--- src/design/canrxrb_pkg.sv ---
// Package for the CAN receive frame ring buffer.
// Holds the transaction structs, status-word masks and the header packing helper.
// No dependencies.
`default_nettype none

package canrxrb_pkg;

  localparam logic OP_PUSH = 1'b0;
  localparam logic OP_POP  = 1'b1;

  localparam logic [31:0] STATUS_LENGTH_MASK   = 32'h000F_0000;
  localparam logic [31:0] STATUS_REMOTE_MASK   = 32'h4000_0000;
  localparam logic [31:0] STATUS_EXTENDED_MASK = 32'h8000_0000;

  localparam int HEADER_W  = 35;
  localparam int PAYLOAD_W = 64;
  localparam int FILL_W    = 5;

  typedef struct packed {
    logic        operation;
    logic [31:0] frame_status;
    logic [28:0] frame_identifier;
    logic [31:0] payload_low;
    logic [31:0] payload_high;
  } in_item_t;

  typedef struct packed {
    logic        frame_valid;
    logic [3:0]  data_length;
    logic        remote_flag;
    logic        extended_flag;
    logic [28:0] identifier;
    logic [31:0] data_first;
    logic [31:0] data_second;
    logic [4:0]  fill_level;
    logic        overwrote_oldest;
    logic        underflow;
  } out_item_t;

  // stored frame header: length, remote, extended, identifier
  typedef struct packed {
    logic [3:0]  data_length;
    logic        remote_flag;
    logic        extended_flag;
    logic [28:0] identifier;
  } header_t;

  // per-transaction status from the ring control
  typedef struct packed {
    logic        frame_valid;
    logic        overwrote_oldest;
    logic        underflow;
    logic [4:0]  fill_level;
  } step_status_t;

  function automatic header_t pack_header(input logic [31:0] status,
                                          input logic [28:0] raw_id);
    header_t h;
    logic [31:0] len_bits;
    len_bits        = (status & STATUS_LENGTH_MASK) >> 16;
    h.data_length   = len_bits[3:0];
    h.remote_flag   = (status & STATUS_REMOTE_MASK) != 32'd0;
    h.extended_flag = (status & STATUS_EXTENDED_MASK) != 32'd0;
    // standard frames keep only the 11-bit identifier
    h.identifier    = h.extended_flag ? raw_id : {18'd0, raw_id[10:0]};
    return h;
  endfunction

endpackage

`default_nettype wire

--- src/design/canrxrb_ram.sv ---
// Generic single-write, single-read RAM with registered read data.
// Used for the header and payload stores. No dependencies.
`default_nettype none

module canrxrb_ram #(
  parameter int WIDTH = 8,
  parameter int DEPTH = 16
) (
  input  wire logic                     clk,
  input  wire logic                     wr_en,
  input  wire logic [$clog2(DEPTH)-1:0] wr_addr,
  input  wire logic [WIDTH-1:0]         wr_data,
  input  wire logic                     rd_en,
  input  wire logic [$clog2(DEPTH)-1:0] rd_addr,
  output logic      [WIDTH-1:0]         rd_data
);

  logic [WIDTH-1:0] mem_r [DEPTH];
  logic [WIDTH-1:0] rd_data_r;

  always_ff @(posedge clk) begin
    if (wr_en) begin
      mem_r[wr_addr] <= wr_data;
    end
    if (rd_en) begin
      rd_data_r <= mem_r[rd_addr];
    end
  end

  assign rd_data = rd_data_r;

endmodule

`default_nettype wire

--- src/design/canrxrb_ctrl.sv ---
// Ring control for the CAN receive frame buffer: read pointer, fill count,
// slot addressing and per-transaction status. Depends on canrxrb_pkg.
`default_nettype none

module canrxrb_ctrl #(
  parameter int DEPTH = 16
) (
  input  wire logic                         clk,
  input  wire logic                         rst_n,
  input  wire logic                         accept,
  input  wire logic                         operation,
  output logic                              wr_en,
  output logic [$clog2(DEPTH)-1:0]          wr_addr,
  output logic                              rd_en,
  output logic [$clog2(DEPTH)-1:0]          rd_addr,
  output canrxrb_pkg::step_status_t         status_nxt
);

  import canrxrb_pkg::*;

  localparam int PW = $clog2(DEPTH);
  localparam int CW = $clog2(DEPTH + 1);
  localparam int SW = CW + 1;
  localparam logic [CW-1:0] DEPTH_C    = CW'(DEPTH);
  localparam logic [SW-1:0] DEPTH_S    = SW'(DEPTH);
  localparam logic [PW-1:0] LAST_SLOT  = PW'(DEPTH - 1);

  logic [PW-1:0] rd_ptr_r, rd_ptr_nxt;
  logic [CW-1:0] fill_r, fill_nxt;
  logic [SW-1:0] slot_sum;
  logic [PW-1:0] ptr_inc;
  logic          full, empty;
  logic [CW+4:0] fill_ext;

  assign full     = fill_r == DEPTH_C;
  assign empty    = fill_r == '0;
  assign ptr_inc  = (rd_ptr_r == LAST_SLOT) ? '0 : rd_ptr_r + PW'(1);
  assign slot_sum = SW'(rd_ptr_r) + SW'(fill_r);

  // slot after the newest frame; equals the oldest slot when full
  assign wr_addr = (slot_sum >= DEPTH_S) ? PW'(slot_sum - DEPTH_S) : PW'(slot_sum);
  assign rd_addr = rd_ptr_r;
  assign wr_en   = accept && (operation == OP_PUSH);
  assign rd_en   = accept && (operation == OP_POP) && !empty;

  always_comb begin
    rd_ptr_nxt = rd_ptr_r;
    fill_nxt   = fill_r;
    status_nxt = '0;
    if (operation == OP_PUSH) begin
      if (full) begin
        rd_ptr_nxt                  = ptr_inc;
        status_nxt.overwrote_oldest = 1'b1;
      end else begin
        fill_nxt = fill_r + CW'(1);
      end
    end else begin
      if (empty) begin
        status_nxt.underflow = 1'b1;
      end else begin
        rd_ptr_nxt             = ptr_inc;
        fill_nxt               = fill_r - CW'(1);
        status_nxt.frame_valid = 1'b1;
      end
    end
    fill_ext              = (CW + 5)'(fill_nxt);
    status_nxt.fill_level = fill_ext[FILL_W-1:0];
  end

  always_ff @(posedge clk) begin
    if (!rst_n) begin
      rd_ptr_r <= '0;
      fill_r   <= '0;
    end else if (accept) begin
      rd_ptr_r <= rd_ptr_nxt;
      fill_r   <= fill_nxt;
    end
  end

endmodule

`default_nettype wire

--- src/design/can_rx_frame_ring_buffer.sv ---
// Top level of the CAN receive frame ring buffer.
// Depends on canrxrb_pkg, canrxrb_ctrl and canrxrb_ram.
//
// Overwriting receive queue of BUFFER_DEPTH CAN frames. Each transaction is a
// push (raw status word, identifier, two data words) or a pop, and produces
// exactly one result in the cycle after acceptance; a new transaction can be
// accepted every cycle, and in_stall rises only while a result is held by
// out_stall. The result comes from the registered read of the frame stores.
// A push on a full ring replaces the oldest frame and flags it; a pop on an
// empty ring flags underflow and changes nothing. Every result carries the
// fill level after the step. Stores are not cleared at reset; only written
// slots are ever popped.
`default_nettype none

module can_rx_frame_ring_buffer #(
  parameter int BUFFER_DEPTH = 16
) (
  input  wire logic                  clk,
  input  wire logic                  rst_n,
  input  wire logic                  in_valid,
  output logic                       in_stall,
  input  wire canrxrb_pkg::in_item_t in_item,
  output logic                       out_valid,
  input  wire logic                  out_stall,
  output canrxrb_pkg::out_item_t     out_item
);

  import canrxrb_pkg::*;

  localparam int PW = $clog2(BUFFER_DEPTH);

  logic                 accept;
  logic                 wr_en, rd_en;
  logic [PW-1:0]        wr_addr, rd_addr;
  step_status_t         status_nxt, status_r;
  logic                 out_valid_r, out_valid_nxt;
  header_t              hdr_wr, hdr_rd;
  logic [HEADER_W-1:0]  hdr_rd_bits;
  logic [PAYLOAD_W-1:0] pay_rd;

  // result register frees as it is taken, so stall only while it is held
  assign in_stall = out_valid_r && out_stall;
  assign accept   = in_valid && !in_stall;

  assign hdr_wr = pack_header(in_item.frame_status, in_item.frame_identifier);

  canrxrb_ctrl #(
    .DEPTH(BUFFER_DEPTH)
  ) u_ctrl (
    .clk       (clk),
    .rst_n     (rst_n),
    .accept    (accept),
    .operation (in_item.operation),
    .wr_en     (wr_en),
    .wr_addr   (wr_addr),
    .rd_en     (rd_en),
    .rd_addr   (rd_addr),
    .status_nxt(status_nxt)
  );

  canrxrb_ram #(
    .WIDTH(HEADER_W),
    .DEPTH(BUFFER_DEPTH)
  ) u_header_store (
    .clk    (clk),
    .wr_en  (wr_en),
    .wr_addr(wr_addr),
    .wr_data(hdr_wr),
    .rd_en  (rd_en),
    .rd_addr(rd_addr),
    .rd_data(hdr_rd_bits)
  );

  canrxrb_ram #(
    .WIDTH(PAYLOAD_W),
    .DEPTH(BUFFER_DEPTH)
  ) u_payload_store (
    .clk    (clk),
    .wr_en  (wr_en),
    .wr_addr(wr_addr),
    .wr_data({in_item.payload_high, in_item.payload_low}),
    .rd_en  (rd_en),
    .rd_addr(rd_addr),
    .rd_data(pay_rd)
  );

  assign hdr_rd = hdr_rd_bits;

  always_comb begin
    if (accept) begin
      out_valid_nxt = 1'b1;
    end else if (!out_stall) begin
      out_valid_nxt = 1'b0;
    end else begin
      out_valid_nxt = out_valid_r;
    end
  end

  always_ff @(posedge clk) begin
    if (!rst_n) begin
      out_valid_r <= 1'b0;
    end else begin
      out_valid_r <= out_valid_nxt;
    end
  end

  always_ff @(posedge clk) begin
    if (accept) begin
      status_r <= status_nxt;
    end
  end

  // frame fields read as zero unless a stored frame was popped
  always_comb begin
    out_item                  = '0;
    out_item.frame_valid      = status_r.frame_valid;
    out_item.fill_level       = status_r.fill_level;
    out_item.overwrote_oldest = status_r.overwrote_oldest;
    out_item.underflow        = status_r.underflow;
    if (status_r.frame_valid) begin
      out_item.data_length   = hdr_rd.data_length;
      out_item.remote_flag   = hdr_rd.remote_flag;
      out_item.extended_flag = hdr_rd.extended_flag;
      out_item.identifier    = hdr_rd.identifier;
      out_item.data_first    = pay_rd[31:0];
      out_item.data_second   = pay_rd[63:32];
    end
  end

  assign out_valid = out_valid_r;

endmodule

`default_nettype wire

--- config.mk ---
export PLATFORM = sky130hd
export DESIGN_NAME = can_rx_frame_ring_buffer
export DESIGN_NICKNAME = d
export VERILOG_FILES = /design/src/design/canrxrb_pkg.sv /design/src/design/canrxrb_ram.sv /design/src/design/canrxrb_ctrl.sv /design/src/design/can_rx_frame_ring_buffer.sv
export SDC_FILE = /design/constraint.sdc
export NUM_CORES = 1
export LEC_CHECK = 0
export BUFFER_PORTS_ARGS = -buffer_cell sky130_fd_sc_hd__buf_2
export CAP_MARGIN = 10
export CORE_UTILIZATION = 40
export DETAILED_ROUTE_END_ITERATION = 8
export GPL_ROUTABILITY_DRIVEN = 1
export PLACE_DENSITY = 0.57
export SYNTH_ARGS = -nofsm -noshare
export SYNTH_HDL_FRONTEND = slang
export SYNTH_SLANG_ARGS = --single-unit
--- constraint.sdc ---
create_clock -name clk -period 10.16 [get_ports clk]
set_input_delay 1.016 -clock clk [delete_from_list [all_inputs] [get_ports clk]]
set_output_delay 1.016 -clock clk [all_outputs]
set_load 0.02 [all_outputs]
==> reports/summary.txt <==
CP endpoint kind = flip-flop
RSZ-0062 raised after global routing = no
Achievable Freq = 0.2100 GHz
leakage power = 23.07 nW
IR drop worst, VDD = 0.1725 mV
fin. max-slew vios = 0
# H-tree levels = 4
Syn Area/Cell = 22.97 um2
fraction of registers with async set/reset = 0%
Setup TNS = 0 ps
syn_nets = 2929
io pins = 239
synth unique cells = 46
GPL Wtd Cong = 0.6953
Crit path required time = 10520 ps
CTS root buf = clkbuf_16
Gate Count Post-Synth = 2792
r2r endpoint = u_payload_store.mem_r[0][11]
final instance area = 0.07350 mm2
clock buffer depth = 3
core box area = 0.1587 mm2
drt pass-1 iters = 5
Total GRT Usage = 18.82%
crit path capture = u_payload_store.mem_r[0][11]
Die Width = 402.4 um
Cell Rows = 146
post_cts resized = 0
CTS tree = built
Initial Util = 40.41%
R2R cell count = 5
Synthesis Warnings = 0
die area = 0.1620 mm2
Max FO, Critical Path = 51
Worst Clk Skew = 34.95 ps
total grt overflow = 0
first-pass GRT wire length = 218400 um
PwrDens = 206.6 mW/mm2
Die H = 402.4 um
Clk Latency, worst-skew pair = 780 ps
layout cells sized above 1 = 29.45%
max-cap violation count = 0
reg2reg start = u_ctrl.rd_addr[0]
critical path type = reg -> reg
# port buffers = 212
clock transition at the registers of the reported paths = 60 ps
number of synthesized flops with an enable pin = 1691
DRC viols = 0
post-CTS setup buffers = 0
Yosys reg bits = 1701
CTS hold repair buffers = 0
Rel. slew slack = 20.33%
vias in the first global route = 31450
Clock Sinks = 1701
total CTS buffers = 174
flop2flop setup slack = 5400 ps
Detail Route Antenna Nets = 0
Tcrit/Tclk final = 46.88%
nets = 3236
via count = 29653
DP Wirelength = 76530 um
top_reg_cell synth = edfxtp_1
Initial DRC Count = 2279
Vias/cell = 5.582
initial antenna violation count = 37
area grow syn2layout = 14.58%
DRT Wirelength = 151900 um
CP arrival = 5120 ps
hold path startpoint = in_valid
status = finished clean
Hold Path Class = in -> reg
Worst setup SP type = flip-flop
Hold Fails Final Rpt = 0
largest net degree at the start of global routing = 107
slew of the pin with the lowest slew margin = 1195 ps
final setup fails = 0
CP Launch Point = u_ctrl.rd_addr[0]
Area after DPL = 0.06769 mm2
post-synthesis sequential area ratio = 79.48%
min Tclk post-route = 4763 ps
synthesized area = 0.06414 mm2
Wirelength per Cell = 28.60 um
[critical path, cell delays in order, from the launching register on]
cell and delay, ps:
dfxtp_4 950, ha_1 310, fa_1 480, or4_1 740, nor2_4 800, buf_4 890
[report_power, final]
group	switching [mW]	leakage [nW]	total, mW	internal, mW
Combinational	0.503	4.88	0.838	0.335
Clock	2.63	2.81	6.41	3.78
Sequential	0.0553	15.4	7.93	7.88
[cell usage in the layout, fill, tap and decap left out, drive strengths merged, types with 8 or more instances in the layout]
cell    netlist  final
nor2         27     27
buf          78    284
mux2i         8      8
mux4        396    396
edfxtp     1691   1691
a22oi       199    199
nand2       104    104
and2        120    120
dfxtp        10     10
bufinv        0     23
a21oi        12     12
clkbuf       75    216
inv           5     11
clkinv        1     65
[sequential cells by signal, indices dropped and copies added (netlist names)]
register and cells:
u_header_store.mem_r 560, u_ctrl.fill_r 5, out_item 8, u_header_store.rd_data 35, out_valid 1, u_payload_store.rd_data 64, u_payload_store.mem_r 1024, u_ctrl.rd_addr 4
[cells by family (layout without fill, tap and decap cells)]
| group | after synthesis | after routing | synth area share (%) |
|---|---|---|---|
| mux | 406 | 406 | 14.06 |
| fa+ha+maj | 7 | 7 | 0.1483 |
| compound gates | 231 | 231 | 2.641 |
| xor+xnor | 7 | 7 | 0.09559 |
| flops | 1701 | 1701 | 79.48 |
| other cells | 0 | 4 | 0 |
| buf+inv | 159 | 603 | 1.303 |
| simple gates | 281 | 281 | 2.269 |
[cell usage after synthesis, types with 5 or more instances]
cell / count / area (um2)
edfxtp_1: 1691 / 50780
mux4_2: 396 / 8919
a22oi_1: 199 / 1494
and2_1: 120 / 750.7
nand2_1: 104 / 390.4
clkbuf_1: 75 / 281.5
buf_2: 44 / 220.2
nor2_1: 27 / 101.4
buf_6: 24 / 270.3
a21oi_1: 12 / 60.06
dfxtp_1: 10 / 200.2
buf_1: 9 / 33.78
mux2i_1: 8 / 80.08
ha_1: 6 / 75.07
nand3_1: 6 / 30.03
o21ai_0: 6 / 30.03
inv_1: 5 / 18.77
[through the flow]
stage	hold slack (ps)	worst slack, ps	utilization (%)	total power [mW]	instances
6_report	470.9	5397	46.30	15.18	5312
5_1_grt	456.9	5159	46.29	15.67	5309
4_1_cts	399.1	5255	46.29	15.35	5308
3_5_place_dp	615.8	5322	42.64	8.941	4995
3_3_place_gp	574.9	5309	42.64	8.910	4995
2_1_floorplan	499.0	1357	-	8.645	2792
[layout make-up]
class / count / area [um2]
well taps: 2072 / 2592
inverters: 6 / 22.52
multi-input cells: 932 / 12480
repair buffers: 284 / 1614
clock inverters: 97 / 1239
diodes: 4 / 10.01
flip-flops and latches: 1701 / 50990
fillers: 12919 / 85250
clock buffers: 216 / 4554
[worst min path at each step]
stage                        end  slack, ps  cells past startpoint
3_5_place_dp           out_valid        620                      2
3_3_place_gp           out_valid        570                      2
5_1_grt                out_valid        460                      2
2_1_floorplan  u_ctrl.rd_addr[2]        500                      2
6_report               out_valid        470                      2
4_1_cts                out_valid        400                      2
[per-layer routing]
metal  vias to the layer above  part of all wire, %  GRT usage (%)
met1                     16028                   41          25.16
met2                       935                   50          31.94
li1                      12440                    -              -
met4                        28                  1.7          4.219
met5                         -                 0.12              0
met3                       222                  6.3          3.660
Power figures use the tool's default switching activity.
